$ cat src/rtl/isyx_pkg.sv
// Shared types, codes and constants of the vertical downscale / horizontal upscale block.
// No dependencies.
`timescale 1ns / 1ps
package isyx_pkg;
    localparam int MAX_WIDTH_DEF  = 4096;
    localparam int MAX_REPEAT_DEF = 64;
    localparam int CFG_W          = 19;
    localparam int CFG_IDX_W      = 3;
    localparam int NCH            = 5;
    localparam int SUM_W          = 24;
    localparam int RECIP_SHIFT    = 23;
    localparam int DVD_W          = 24;

    localparam logic [CFG_IDX_W-1:0] CFG_SRC_W  = 3'd0;
    localparam logic [CFG_IDX_W-1:0] CFG_SRC_H  = 3'd1;
    localparam logic [CFG_IDX_W-1:0] CFG_SCL_W  = 3'd2;
    localparam logic [CFG_IDX_W-1:0] CFG_SCL_H  = 3'd3;
    localparam logic [CFG_IDX_W-1:0] CFG_MODE   = 3'd4;
    localparam logic [CFG_IDX_W-1:0] CFG_ALPHA  = 3'd5;

    localparam logic [2:0] MODE_MONO1 = 3'd0;
    localparam logic [2:0] MODE_MONO8 = 3'd1;
    localparam logic [2:0] MODE_RGB8  = 3'd2;
    localparam logic [2:0] MODE_XBGR8 = 3'd3;
    localparam logic [2:0] MODE_BGR8  = 3'd4;
    localparam logic [2:0] MODE_CMYK8 = 3'd5;

    typedef struct packed {
        logic [7:0] comp0;
        logic [7:0] comp1;
        logic [7:0] comp2;
        logic [7:0] comp3;
        logic [7:0] alpha_in;
    } t_in;

    typedef struct packed {
        logic [7:0] byte0;
        logic [7:0] byte1;
        logic [7:0] byte2;
        logic [7:0] byte3;
        logic [7:0] alpha_out;
        logic       last;
    } t_out;

    typedef enum logic [1:0] {DIV_Y, DIV_X, DIV_R} t_div_sel;

    typedef enum logic [2:0] {
        S_IDLE, S_DIVY, S_DIVX, S_DIVR, S_READ, S_ACC, S_MUL, S_EMIT
    } t_state;

    typedef struct packed {
        logic     accept;
        logic     div_go;
        t_div_sel div_sel;
        logic     rd;
        logic     acc;
        logic     mul;
        logic     emit_adv;
    } t_cmd;

    typedef struct packed {
        logic dirty;
        logic grp_start;
        logic div_done;
        logic final_row;
        logic mul_last;
        logic emit_ok;
        logic out_last;
    } t_status;
endpackage

$ cat src/rtl/isyx_ctrl.sv
// Controller state machine: sequences divide, line store access, multiply and emit.
// Depends on isyx_pkg.
`timescale 1ns / 1ps
module isyx_ctrl (
    input  logic              i_clk,
    input  logic              i_rst_n,
    input  logic              i_in_valid,
    output logic              o_in_stall,
    output logic              o_out_valid,
    input  logic              i_out_stall,
    input  isyx_pkg::t_status i_status,
    output isyx_pkg::t_cmd    o_cmd
);
    isyx_pkg::t_state r_state, n_state;

    always_ff @(posedge i_clk) begin
        if (!i_rst_n) begin
            r_state <= isyx_pkg::S_IDLE;
        end else begin
            r_state <= n_state;
        end
    end

    always_comb begin
        n_state     = r_state;
        o_cmd       = '0;
        o_in_stall  = !(r_state == isyx_pkg::S_IDLE && !i_status.dirty);
        o_out_valid = r_state == isyx_pkg::S_EMIT;
        unique case (r_state)
            isyx_pkg::S_IDLE: begin
                if (i_status.dirty) begin
                    o_cmd.div_go  = 1'b1;
                    o_cmd.div_sel = isyx_pkg::DIV_Y;
                    n_state       = isyx_pkg::S_DIVY;
                end else if (i_in_valid) begin
                    o_cmd.accept = 1'b1;
                    if (i_status.grp_start) begin
                        o_cmd.div_go  = 1'b1;
                        o_cmd.div_sel = isyx_pkg::DIV_R;
                        n_state       = isyx_pkg::S_DIVR;
                    end else begin
                        n_state = isyx_pkg::S_READ;
                    end
                end
            end
            isyx_pkg::S_DIVY: begin
                if (i_status.div_done) begin
                    o_cmd.div_go  = 1'b1;
                    o_cmd.div_sel = isyx_pkg::DIV_X;
                    n_state       = isyx_pkg::S_DIVX;
                end
            end
            isyx_pkg::S_DIVX: begin
                if (i_status.div_done) n_state = isyx_pkg::S_IDLE;
            end
            isyx_pkg::S_DIVR: begin
                if (i_status.div_done) n_state = isyx_pkg::S_READ;
            end
            isyx_pkg::S_READ: begin
                o_cmd.rd = 1'b1;
                n_state  = isyx_pkg::S_ACC;
            end
            isyx_pkg::S_ACC: begin
                o_cmd.acc = 1'b1;
                n_state   = i_status.final_row ? isyx_pkg::S_MUL : isyx_pkg::S_IDLE;
            end
            isyx_pkg::S_MUL: begin
                o_cmd.mul = 1'b1;
                if (i_status.mul_last) begin
                    n_state = i_status.emit_ok ? isyx_pkg::S_EMIT : isyx_pkg::S_IDLE;
                end
            end
            isyx_pkg::S_EMIT: begin
                if (!i_out_stall) begin
                    o_cmd.emit_adv = 1'b1;
                    if (i_status.out_last) n_state = isyx_pkg::S_IDLE;
                end
            end
            default: n_state = isyx_pkg::S_IDLE;
        endcase
    end
endmodule

$ cat config.mk
export PLATFORM = sky130hd
export DESIGN_NAME = isyx_ctrl
export DESIGN_NICKNAME = d
export VERILOG_FILES = /design/src/rtl/isyx_pkg.sv /design/src/rtl/isyx_ctrl.sv
export SDC_FILE = /design/constraint.sdc
export NUM_CORES = 1
export LEC_CHECK = 0
export BUFFER_PORTS_ARGS = -buffer_cell sky130_fd_sc_hd__buf_2
export CAP_MARGIN = 30
export CELL_PAD_IN_SITES_DETAIL_PLACEMENT = 1
export CELL_PAD_IN_SITES_GLOBAL_PLACEMENT = 2
export CORE_ASPECT_RATIO = 0.8
export CORE_UTILIZATION = 19
export DETAILED_ROUTE_END_ITERATION = 8
export PLACE_DENSITY_LB_ADDON = 0.1
export SYNTH_ARGS = -nofsm -noshare
export SYNTH_HDL_FRONTEND = slang
export SYNTH_SLANG_ARGS = --single-unit
$ cat constraint.sdc
create_clock -name i_clk -period 2.2 [get_ports i_clk]
set_clock_uncertainty 0.15 [all_clocks]
set_input_delay 0.11 -clock i_clk [delete_from_list [all_inputs] [get_ports i_clk]]
set_output_delay 0.11 -clock i_clk [all_outputs]
set_load 0.03 [all_outputs]
==> results.md, run 1 <==
Status:
- The flow ran to the end, and the final reports show no timing, DRC or antenna violations.

Setup path:
- The data arrival time at the worst-slack endpoint is about 1.7 ns.
- The startpoint identified for the worst register-to-register timing path is r_state[0]$_SDFFE_PN0P_.
- On the worst path, the slowest cell contributes a delay of 0.58 ns.
- Traced cell by cell, the critical path runs through or4_4, a21oi_2, nor2_1, o211a_1.
- The highest-delay cell along the critical path is or4_4.
- The endpoint of the worst register-to-register path is r_state[1]$_SDFFE_PN0P_.
- The number of buffers and inverters on the critical path is 0.
- The setup check on the worst reg-to-reg path leaves a slack of 0.45 ns.
- The worst reg-to-reg path cell count is 4.
- In this run the worst path has a maximum fanout of 13.
- The largest delay contributor family on the critical path is simple AND/OR/NAND/NOR gates.
- In this run the number of cells on the critical path is 4.
- By startpoint and endpoint, the worst setup path is classified as reg2reg.
- STA classifies the critical path startpoint as a register.
- STA puts the critical path data required time at 2.17 ns.
- The type of destination of the critical path is a register.

Detailed routing:
- The total via count in the routed design is 423.
- The number of remaining DRC errors is 0.
- The total iterations of the first detailed-routing run is 2.
- The detailed-route wire length is 1.04 mm.
- The average wire per standard cell is 11.3 um.
- After detailed routing, the number of vias per cell comes to around 4.6.
- The final antenna-violating net count is 0.
- The detailed router finished its first iteration with 4 violations.

Floorplan:
- The die is 39.8 um tall.
- The total die area is 1960 um^2.
- Row generation in the floorplan step produced 13 rows.
- The floorplan core area is about 1600 um^2.
- The number of placed I/O pins is 21.
- The initial core utilization is 0.206.
- The width of the die is 49.2 um.

Layout:
- The area growth from synthesis to layout is 47.2%.
- Summing all multi-input logic gate instances after layout gives 264 um^2.
- The number of antenna diodes in the final layout is 0.
- The post-route cell area is 499 um^2.
- Leaving out filler cells and counting taps, the final layout contains 92.
- The largest registers in the layout are r_state (3).
- The number of inserted filler cells in the final layout is 216.
- Summing all flip-flop and latch instances after layout gives 60.1 um^2.
- The flip-flop count of the largest register, all copies and words added is 3.
- Leaving out fill and tap cells, the most frequent cells in the layout are 20 x buf_2, 7 x nor2_1, 5 x nand2_1.
- The net count of the finished layout is 82.
- Leaving out fill and tap cells, the most frequent cell in the layout is buf_2.
- The ratio of cells with drive above 1 in the final layout is 0.400.
- At the end of the flow the core is filled with cells to 0.304.
- Counting flops per register, the top entry is r_state.

Min path:
- The worst hold path passes through 3 cells.
- The worst min-delay path class is in2reg.
- The end of the worst hold path is r_state[1]$_SDFFE_PN0P_.
- The worst hold path begins at i_status[1].

Place:
- The cell count after placement is 87.
- The pre-CTS setup slack is roughly 0.45 ns.
- During placement, the flow inserted port buffers numbering 20.
- The half-perimeter wire length after placement is a little over 800 um.
- Once placement finished, the instance area stood at ~460 um^2.
- The placer's final routability congestion estimate is 0.664.

STA:
- Setup repair after global routing left no endpoint under its margin.
- For this run, the top clock speed supported by timing is between 500 and 600 MHz.
- The worst path meets setup with 0.452 ns of slack.
- Setup violations remaining at the end of the flow were counted as 0.
- The post-route setup TNS is 0 ns.
- For the finished layout, the period the worst path requires is 1.75 ns.
- The number of pins with negative max-slew slack in the final report is 0.
- In the finished design, the share of the clock period the worst path needs comes to 0.795.
- The remaining max-slew budget at the tightest pin is 0.737.
- For the pin with the worst max-slew slack, the measured transition is 0.394 ns.
- The count of endpoints failing hold in the final timing report is 0.
- The final-layout worst hold slack is about 0.11 ns.

Logic synthesis:
- The synthesis-stage register bit count is 3.
- The cell count after synthesis came out at between 40 and 50.
- Yosys printed 0 warnings.
- Synthesis produced a netlist with a net count of slightly below 60.
- Yosys mapped the design onto 27 distinct sky130hd cell types.
- The synthesized cell area is 339 um^2.
- Averaged over all synthesized cells, the footprint is 7.21 um^2.
- The share of the Yosys chip area taken by registers is 0.177.

Clocking:
- The CTS tree is yes.
- The number of sinks handled by clock tree synthesis is 3.
- The number of hold buffers added after CTS was 1.
- The clock root buffer is clkbuf_4.
- Clock-pin slew was measured on the worst setup and hold paths at 0.04 ns.
- The later pin in the worst-skew pair is clocked with a latency of 0.23 ns.
- In this run the post-CTS setup repair buffer count came out at 0.
- The maximum clock path buffer count is 2.
- CTS built an H-tree with a depth of 1.
- The number of instances resized during post-cts repair is 0.
- The number of clock buffers added by TritonCTS is 3.

Power and ir drop:
- The worst-case IR drop observed on VDD is 0.547 mV.
- The leakage dissipation is 0.262 nW.
- The overall power is 0.667 mW.
- The total power density per cell area is 1340 nW/um^2.

Global routing:
- The initial antenna violation count is 0.
- The number of global-route vias before repair is approximately 400.
- The largest net degree at the start of global routing is 15.
- The total overflow left after global routing is 0.
- The first global-routing pass estimated 1.69 mm of wire.
- In the global route stage, overall resource usage came out at 0.115.

Job:
- The number of maximum-capacitance violations is 0.
cells in the mapped netlist, drive strengths merged:
master,number,area [um^2]
and3b,1,8.76
nand2b,1,6.26
o21ai,1,5.00
a21boi,1,7.51
nor4,1,6.26
nand2,5,18.8
o21a,1,7.51
nor2,7,26.3
o21bai,1,7.51
or4b,1,10.0
mux2i,1,10.0
or4,1,11.3
inv,1,3.75
nor2b,2,12.5
nor3b,1,7.51
nand3b,2,15.0
o31ai,1,7.51
dfxtp,3,60.1
and3,4,25.0
o2111ai,1,8.76
a211oi,1,12.5
nor3,1,5.00
clkbuf,3,11.3
a21oi,2,13.8
a2111o,1,11.3
o211a,2,20.0
metal layers:
| layer | vias to the layer above | global-route usage | part of all wire |
|---|---|---|---|
| met2 | 5 | 0.199 | 0.49 |
| met5 | - | 0 | 0 |
| li1 | 220 | - | - |
| met4 | 0 | 0.0882 | 0 |
| met1 | 198 | 0.139 | 0.48 |
| met3 | 0 | 0.00775 | 0.028 |
cell type report:
| type | instances | area share |
|---|---|---|
| Multi-Input combinational cell | 40 | 0.529 |
| Timing Repair Buffer | 22 | 0.236 |
| Sequential cell | 3 | 0.120 |
| Tap cell | 22 | 0.0551 |
| Clock buffer | 4 | 0.0526 |
| Inverter | 1 | 0.00752 |
power by group:
part           switching, mW  total, mW  leakage (nW)  internal (mW)
logic                  0.248      0.422         0.222          0.174
clock network         0.0269     0.0948        0.0150         0.0679
registers             0.0688      0.150        0.0248         0.0814
worst register-to-register path, cell delays in order, from the launching register on:
cell	delay [ns]
dfxtp_1	0.41
or4_4	0.58
a21oi_2	0.20
nor2_1	0.09
o211a_1	0.21
how the worst max path moves through the flow:
| stage | from | to |
|---|---|---|
| final | r_state[0]$_SDFFE_PN0P_ | r_state[1]$_SDFFE_PN0P_ |
| after global routing | r_state[0]$_SDFFE_PN0P_ | r_state[1]$_SDFFE_PN0P_ |
| after CTS | r_state[0]$_SDFFE_PN0P_ | r_state[1]$_SDFFE_PN0P_ |
| after detailed placement | r_state[0]$_SDFFE_PN0P_ | r_state[1]$_SDFFE_PN0P_ |
| after global placement | r_state[2]$_SDFFE_PN0P_ | r_state[1]$_SDFFE_PN0P_ |
| after floorplan | r_state[1]$_SDFFE_PN0P_ | o_cmd[0] |
cell families (layout without fill, tap and decap cells):
family          count (synthesis)  in the layout  synth area share
simple gates                   27             27             0.450
compound gates                 12             12             0.299
flops                           3              3             0.177
mux                             1              1            0.0295
buf+inv                         4             27            0.0443
Power figures use the tool's default switching activity.
==> inputs of run 2 (changes only) <==
CORE_UTILIZATION = 17   (was 19)
clock period = 1.6 ns   (was 2.2 ns; I/O delays follow)
==> results.md, run 2 (synthesized netlist as in run 1, its figures left out) <==
Status:
- The flow ran to the end, and the final reports show no timing, DRC or antenna violations.

Clocking:
- The number of clock buffers inserted by TritonCTS came to 3 (unchanged).
- The cell sitting at the root of the clock tree is a clkbuf_4.
- The worst-skew pair later-pin latency is 0.24 ns (about the same).
- The H-tree level count is 1 (unchanged).
- The number of sinks handled by clock tree synthesis is 3 (unchanged).
- The maximum clock path buffer count is 2 (unchanged).
- The CTS clock-pin slew for the worst setup and hold paths was 0.04 ns (about the same).
- The post-CTS repair timing setup buffer count is 0 (unchanged).
- TritonCTS built the clock tree.

STA:
- The worst-margin pin slew came to 0.306 ns (-0.0884 ns).
- The remaining max-slew budget at the tightest pin is 0.796 (+0.0589).
- The count of endpoints failing hold in the final timing report is 0 (unchanged).
- The number of pins with negative max-slew slack in the final report is 0 (unchanged).
- Setup repair after global routing could not meet its margin everywhere.
- The final cycle utilization of the critical path is 0.983 (+0.189).
- The final setup violation count is 0 (unchanged).
- The shortest period the worst path allows is 1.57 ns (-0.174 ns).
- The final worst slack is 0.0265 ns (-0.426 ns).
- The highest clock frequency the design can meet is 636 MHz (+11%).

Detailed routing:
- The number of DRC markers in iteration 0 is 12 (+8).
- The number of remaining DRC errors is 0 (unchanged).
- The total iterations of the first detailed-routing run is 6 (+4).
- The detailed-route vias per instance is 4.45 (-3.3%).
- The final antenna-violating net count is 0 (unchanged).
- The total via count in the routed design is 449 (+6.1%).
- The detailed-route wire length is 1.15 mm (+10%).
- The average wire per standard cell came to 11.4 um (+0.56%).

Floorplan:
- The die span in y is 41.9 um (+5.4%).
- The number of placed I/O pins is 21 (unchanged).
- The initial core utilization is 0.181 (-0.0255).
- The number of rows in the core area came to 14 (+1).
- The floorplan core area is 1870 um^2 (+14%).
- The width of the die is 51.9 um (+5.5%).
- The total die area is 2180 um^2 (+11%).

Power and ir drop:
- The leakage dissipation came to 0.300 nW (+14%).
- The clock group share of total power was 0.120 (-0.022).
- The switching share of power was 0.491 (-0.0239).
- The power share of the sequential group is 0.130 (-0.095).
- The overall power came to 1.12 mW (+68%).
- The cell-internal power is 0.571 mW (+76%).
- The total power density per cell area was 1890 nW/um^2 (+42%).
- The highest ir drop seen on vdd is 0.893 mV (+63%).
- The combinational share of power is 0.749 (+0.116).
- The power dissipated by switching net loads came to 0.551 mW (+60%).

Setup path:
- The data required time at the worst endpoint is 1.57 ns (-0.60 ns).
- The worst setup path is captured at a register.
- The data arrival time at the worst-slack endpoint is 1.55 ns (-0.17 ns).
- The worst setup path is of the reg2reg kind.
- The category of the worst setup path launch point is a register.
- The largest driver fanout on the critical path is 4 (-9).
- The slack of the worst reg-to-reg path is 0.03 ns (-0.43 ns).
- The worst register-to-register path ends at r_state[1]$_SDFFE_PN0P_.
- The worst reg-to-reg path cell count is 4 (unchanged).
- The launching point of the worst reg2reg path is r_state[1]$_SDFFE_PN0P_.

Layout:
- The most common cell after layout, fill and taps aside is buf_2.
- The register with the most flip-flops in the final layout is r_state.
- The antenna diode count was 0 (unchanged).
- The number of inserted filler cells in the final layout came to 239 (+11%).
- In the final layout, the registers with the most flip-flops are r_state (3).
- The top cell types in the final layout, fill and taps aside, are 18 x buf_2, 9 x buf_4, 5 x nand2_1.
- Relative to the synthesized area, the layout overhead comes to 74.9%.
- The ratio of cells with drive above 1 in the final layout is 0.558 (+0.158).
- The flip-flop count of the largest register, all copies and words added came to 3 (unchanged).
- The count of nets after finishing is 89 (+8.5%).

Min path:
- The cell depth of the worst min-delay path is 3 (unchanged).
- The end of the worst hold path is r_state[2]$_SDFFE_PN0P_.
- The launch instance of the worst min-delay path is i_status[2].
- The worst min-delay path class is in2reg.

Global routing:
- The wire length of the first global-routing pass is 1.95 mm (+15%).
- The global routing usage summed across all routing layers was 0.122 (+0.00662).
- The number of global-route vias before repair is 410 (+1.5%).
- The largest net degree at the start of global routing came to 14 (-1).
- The overall overflow remaining after global route is 0 (unchanged).
- The initial antenna violation count is 0 (unchanged).

Place:
- The half-perimeter wire length after placement is 945 um (+15%).
- The number of I/O port buffers came to 20 (unchanged).
- The placer's final routability congestion estimate was 0.682 (+2.7%).
- The pre-CTS setup slack was -0.0242 ns (-0.478 ns).

Job:
- The number of maximum-capacitance violations is 0 (unchanged).
[run 2: changes by cell type in the layout (fill, tap and decap cells not counted), sizes merged]
cell	previous run	this run
clkbuf	4	5
buf	21	27
[run 2: layer usage]
metal  part of all wire  track usage  up-vias
li1                   -            -      235
met5                  0            0        -
met4                  0       0.0324        0
met1               0.54        0.195      200
met2               0.40        0.146       14
met3              0.056       0.0440        0
[run 2: layout make-up]
class                   instances  area, um^2  share of cell area
clock buffers                   4        26.3              0.0443
inverters                       1        3.75             0.00633
multi-input cells              40         295               0.498
flip-flops and latches          3        62.6               0.105
well taps                      24        30.0              0.0506
repair buffers                 29         175               0.295
[run 2: repair_timing]
action                                  4_1_cts  5_1_grt
gates resized for setup                       2        8
hold endpoints to repair                      3        0
endpoints found under the setup margin        2        5
pin swaps                                     1        2
gates cloned                                  0        0
hold buffers                                  1        0
[run 2: power by group through the flow]
| stage | clock network [mW] | logic, mW | registers, mW |
|---|---|---|---|
| 2_1_floorplan | 0 | 0.497 | 0.144 |
| 3_3_place_gp | 0 | 0.788 | 0.140 |
| 3_5_place_dp | 0 | 0.774 | 0.143 |
| 4_1_cts | 0.141 | 0.805 | 0.142 |
| 5_1_grt | 0.153 | 0.926 | 0.151 |
| 6_report | 0.135 | 0.841 | 0.146 |
[run 2: metrics by stage]
step           utilization  TNS [ns]  instance area [um^2]  hold WS (ns)  instances
2_1_floorplan            -  -0.00806                   349        0.0477         47
3_3_place_gp         0.282         0                   528         0.205         96
6_report             0.316         0                   593        0.0939        101
3_5_place_dp         0.282   -0.0242                   528         0.207         96
4_1_cts              0.306         0                   574        0.0862        101
5_1_grt              0.316   -0.0212                   593         0.103        101
[run 2: critical path, stage by stage, from the launching register on]
cell	delay, ns
dfxtp_2	0.32
or4_4	0.52
a21oi_4	0.20
nor2_2	0.06
o211a_1	0.21
[run 2: worst max path at each step]
stage / startpoint / to
after floorplan: r_state[2]$_SDFFE_PN0P_ / o_cmd[3]
after global placement: r_state[0]$_SDFFE_PN0P_ / r_state[1]$_SDFFE_PN0P_
after detailed placement: r_state[0]$_SDFFE_PN0P_ / r_state[1]$_SDFFE_PN0P_
after CTS: r_state[0]$_SDFFE_PN0P_ / r_state[1]$_SDFFE_PN0P_
after global routing: r_state[1]$_SDFFE_PN0P_ / r_state[1]$_SDFFE_PN0P_
final: r_state[1]$_SDFFE_PN0P_ / r_state[1]$_SDFFE_PN0P_
==> inputs of run 3 (changes only) <==
CORE_MARGIN = 5   (was default)
==> results.md, run 3 (synthesized netlist as in run 1, its figures left out) <==
Layout:
- The number of inserted filler cells in the final layout came to 239 (unchanged).
- The total area of multi-input combinational cells is 295 um^2 (unchanged).
- In the layout the commonest cells are 19 x buf_2, 8 x buf_4, 5 x nand2_1.
- The flip-flop count of the largest register, all copies and words added is 3 (unchanged).
- The count of nets after finishing is 88 (-1.1%).
- More flip-flops sit in one register than any other, and that register is r_state.
- The post-route cell area is 583 um^2 (-1.7%).
- The area of all sequential standard cells is 62.6 um^2 (unchanged).
- The ratio of cells with drive above 1 in the final layout is 0.553 (-0.00581).
- The final design utilization is 0.308 (-0.00822).
- The antenna diode count is 0 (unchanged).
- From synthesis to final layout, the design area changed by 72.0%.
- The largest registers in the layout are r_state (3).
- The final cell count without fillers came to 100 (-0.99%).
- The most common cell after layout, fill and taps aside is buf_2.

STA:
- The count of endpoints failing hold in the final timing report is 0 (unchanged).
- The final setup violation count was 0 (unchanged).
- The shortest period the worst path allows is 1.59 ns (+0.0176 ns).
- Setup repair after global routing could not meet its margin everywhere.
- The final cycle utilization of the critical path is 0.994 (+0.0110).
- The number of pins with negative max-slew slack in the final report is 0 (unchanged).
- The highest clock frequency the design can meet is 628 MHz (-1.1%).
- The worst-margin pin slew was 0.290 ns (-0.0161 ns).
- The final-layout worst hold slack came to 0.0882 ns (-0.00570 ns).
- The remaining max-slew budget at the tightest pin is 0.805 (+0.00935).

Power and ir drop:
- The power dissipated by switching net loads is 0.557 mW (+1.1%).
- The combinational share of power came to 0.746 (-0.003).
- The cell-internal power is 0.555 mW (-2.8%).
- The switching share of power is 0.501 (+0.0100).
- The power share of the sequential group is 0.133 (+0.003).
- The total power density per cell area was 1910 nW/um^2 (+0.81%).
- The leakage dissipation is 0.295 nW (-1.5%).
- The clock group share of total power is 0.121 (about the same).
- The highest ir drop seen on vdd is 0.709 mV (-21%).

Setup path:
- The number of buffers and inverters on the critical path is 0 (unchanged).
- The category of the critical setup timing path is reg2reg.
- The highest-delay cell along the critical path is or4_4.
- The data arrival time at the worst-slack endpoint came to 1.56 ns (about the same).
- The largest delay contributor family on the critical path is simple AND/OR/NAND/NOR gates.
- The data required time at the worst endpoint came to 1.57 ns (about the same).
- The worst setup path is launched from a register.
- The largest driver fanout on the critical path is 4 (unchanged).
- The delay of the slowest cell on the worst path was 0.53 ns (about the same).
- The critical path goes through or4_4, a21oi_4, nor2_2, o211a_1.
- STA classifies the critical path endpoint as a register.

Floorplan:
- The die span in y came to 49.9 um (+19%).
- The floorplan core area is 1890 um^2 (+0.93%).
- The total die area is 2990 um^2 (+37%).
- The initial core utilization is 0.179 (-0.00167).
- The number of placed I/O pins came to 21 (unchanged).
- The number of rows in the core area is 14 (unchanged).
- The width of the die is 59.9 um (+15%).

Global routing:
- The number of global-route vias before repair came to 467 (+14%).
- The global-route layer with the greatest usage is met2.
- The wire length of the first global-routing pass is 2.04 mm (+4.6%).
- The overall overflow remaining after global route is 0 (unchanged).
- The initial antenna violation count was 0 (unchanged).
- The met2 demand-to-capacity share in global routing is 0.135 (-0.0113).
- The met1 demand-to-capacity share in global routing was 0.113 (-0.0817).
- The met3 usage in global routing came to 0.0209 (-0.0231).
- The global routing usage summed across all routing layers came to 0.0867 (-0.0353).
- The largest net degree at the start of global routing is 15 (+1).

Job:
- The number of maximum-capacitance violations came to 0 (unchanged).

Detailed routing:
- The detailed-route wire length is 1.28 mm (+11%).
- The number of DRC markers in iteration 0 was 7 (-5).
- The total via count in the routed design is 455 (+1.3%).
- The detailed-route vias per instance is 4.55 (+2.3%).
- The final antenna-violating net count is 0 (unchanged).
- The total iterations of the first detailed-routing run is 2 (-4).
- The average wire per standard cell is 12.8 um (+12%).
- The number of remaining DRC errors is 0 (unchanged).

Clocking:
- The post-CTS repair timing setup buffer count is 0 (unchanged).
- The clock root buffer is clkbuf_4.
- The number of clock buffers inserted by TritonCTS is 3 (unchanged).
- The maximum clock path buffer count is 2 (unchanged).
- The H-tree level count came to 1 (unchanged).
- The number of sinks handled by clock tree synthesis is 3 (unchanged).
- The worst-skew pair later-pin latency was 0.23 ns (about the same).
- The CTS clock-pin slew for the worst setup and hold paths is 0.04 ns (about the same).
- TritonCTS built the clock tree.

Place:
- The half-perimeter wire length after placement is 1.02 mm (+7.5%).
- The placer's final routability congestion estimate is 0.722 (+5.9%).
- The post-place instance area came to 520 um^2 (-1.4%).
- The number of I/O port buffers is 20 (unchanged).
- The cell count after placement is 95 (-1.0%).

Status:
- The flow ran to the end, and the final reports show no timing, DRC or antenna violations.

Min path:
- In this run the worst hold path is classified as in2reg.
run 3: cell types whose count changed in the layout (fill, tap and decap cells not counted), sizes merged:
cell / before / now
clkbuf: 5 / 4
run 3: power groups by stage:
stage	Sequential [mW]	Clock, mW	Combinational, mW
finish	0.148	0.135	0.830
global placement	0.139	0	0.776
floorplan	0.144	0	0.497
detailed placement	0.143	0	0.766
global route	0.151	0.151	0.899
CTS	0.144	0.143	0.804
run 3: timing repair:
item / CTS / global route
setup endpoints to repair: 3 / 4
resized for setup: 4 / 6
hold endpoints to repair: 3 / 0
pin swaps: 1 / 2
hold buffers: 1 / 0
run 3: per-stage QoR:
| step | power [mW] | setup TNS [ns] | setup WS, ns |
|---|---|---|---|
| finish | 1.11 | 0 | 0.00889 |
| global route | 1.20 | -0.0605 | -0.0368 |
| CTS | 1.09 | 0 | 0.00828 |
| detailed placement | 0.909 | -0.0230 | -0.0230 |
| global placement | 0.915 | 0 | 0.00353 |
| floorplan | 0.642 | -0.00806 | -0.00806 |
run 3: layout make-up:
| type | count | area share |
|---|---|---|
| tap | 24 | 0.0515 |
| clock buffer | 4 | 0.0451 |
| inverter | 1 | 0.00644 |
| multi-input combinational | 40 | 0.506 |
| sequential | 3 | 0.107 |
| timing repair buffer | 28 | 0.283 |
run 3: routing by layer:
| layer | vias up | share of wire |
|---|---|---|
| met2 | 9 | 0.50 |
| met5 | - | 0 |
| met4 | 0 | 0 |
| met1 | 216 | 0.46 |
| li1 | 230 | - |
| met3 | 0 | 0.043 |
run 3: worst register-to-register path, cell delays in order (launching register included):
cell,delay [ns]
dfxtp_2,0.32
or4_4,0.53
a21oi_4,0.20
nor2_2,0.06
o211a_1,0.21
run 3: worst paths after layout:
path	from	end	slack [ns]	depth (start not counted)
max	r_state[1]$_SDFFE_PN0P_	r_state[1]$_SDFFE_PN0P_	0.009	4
min	i_status[1]	r_state[1]$_SDFFE_PN0P_	0.09	3
max reg2reg	r_state[1]$_SDFFE_PN0P_	r_state[1]$_SDFFE_PN0P_	0.009	4
min reg2reg	r_state[1]$_SDFFE_PN0P_	r_state[1]$_SDFFE_PN0P_	0.38	1
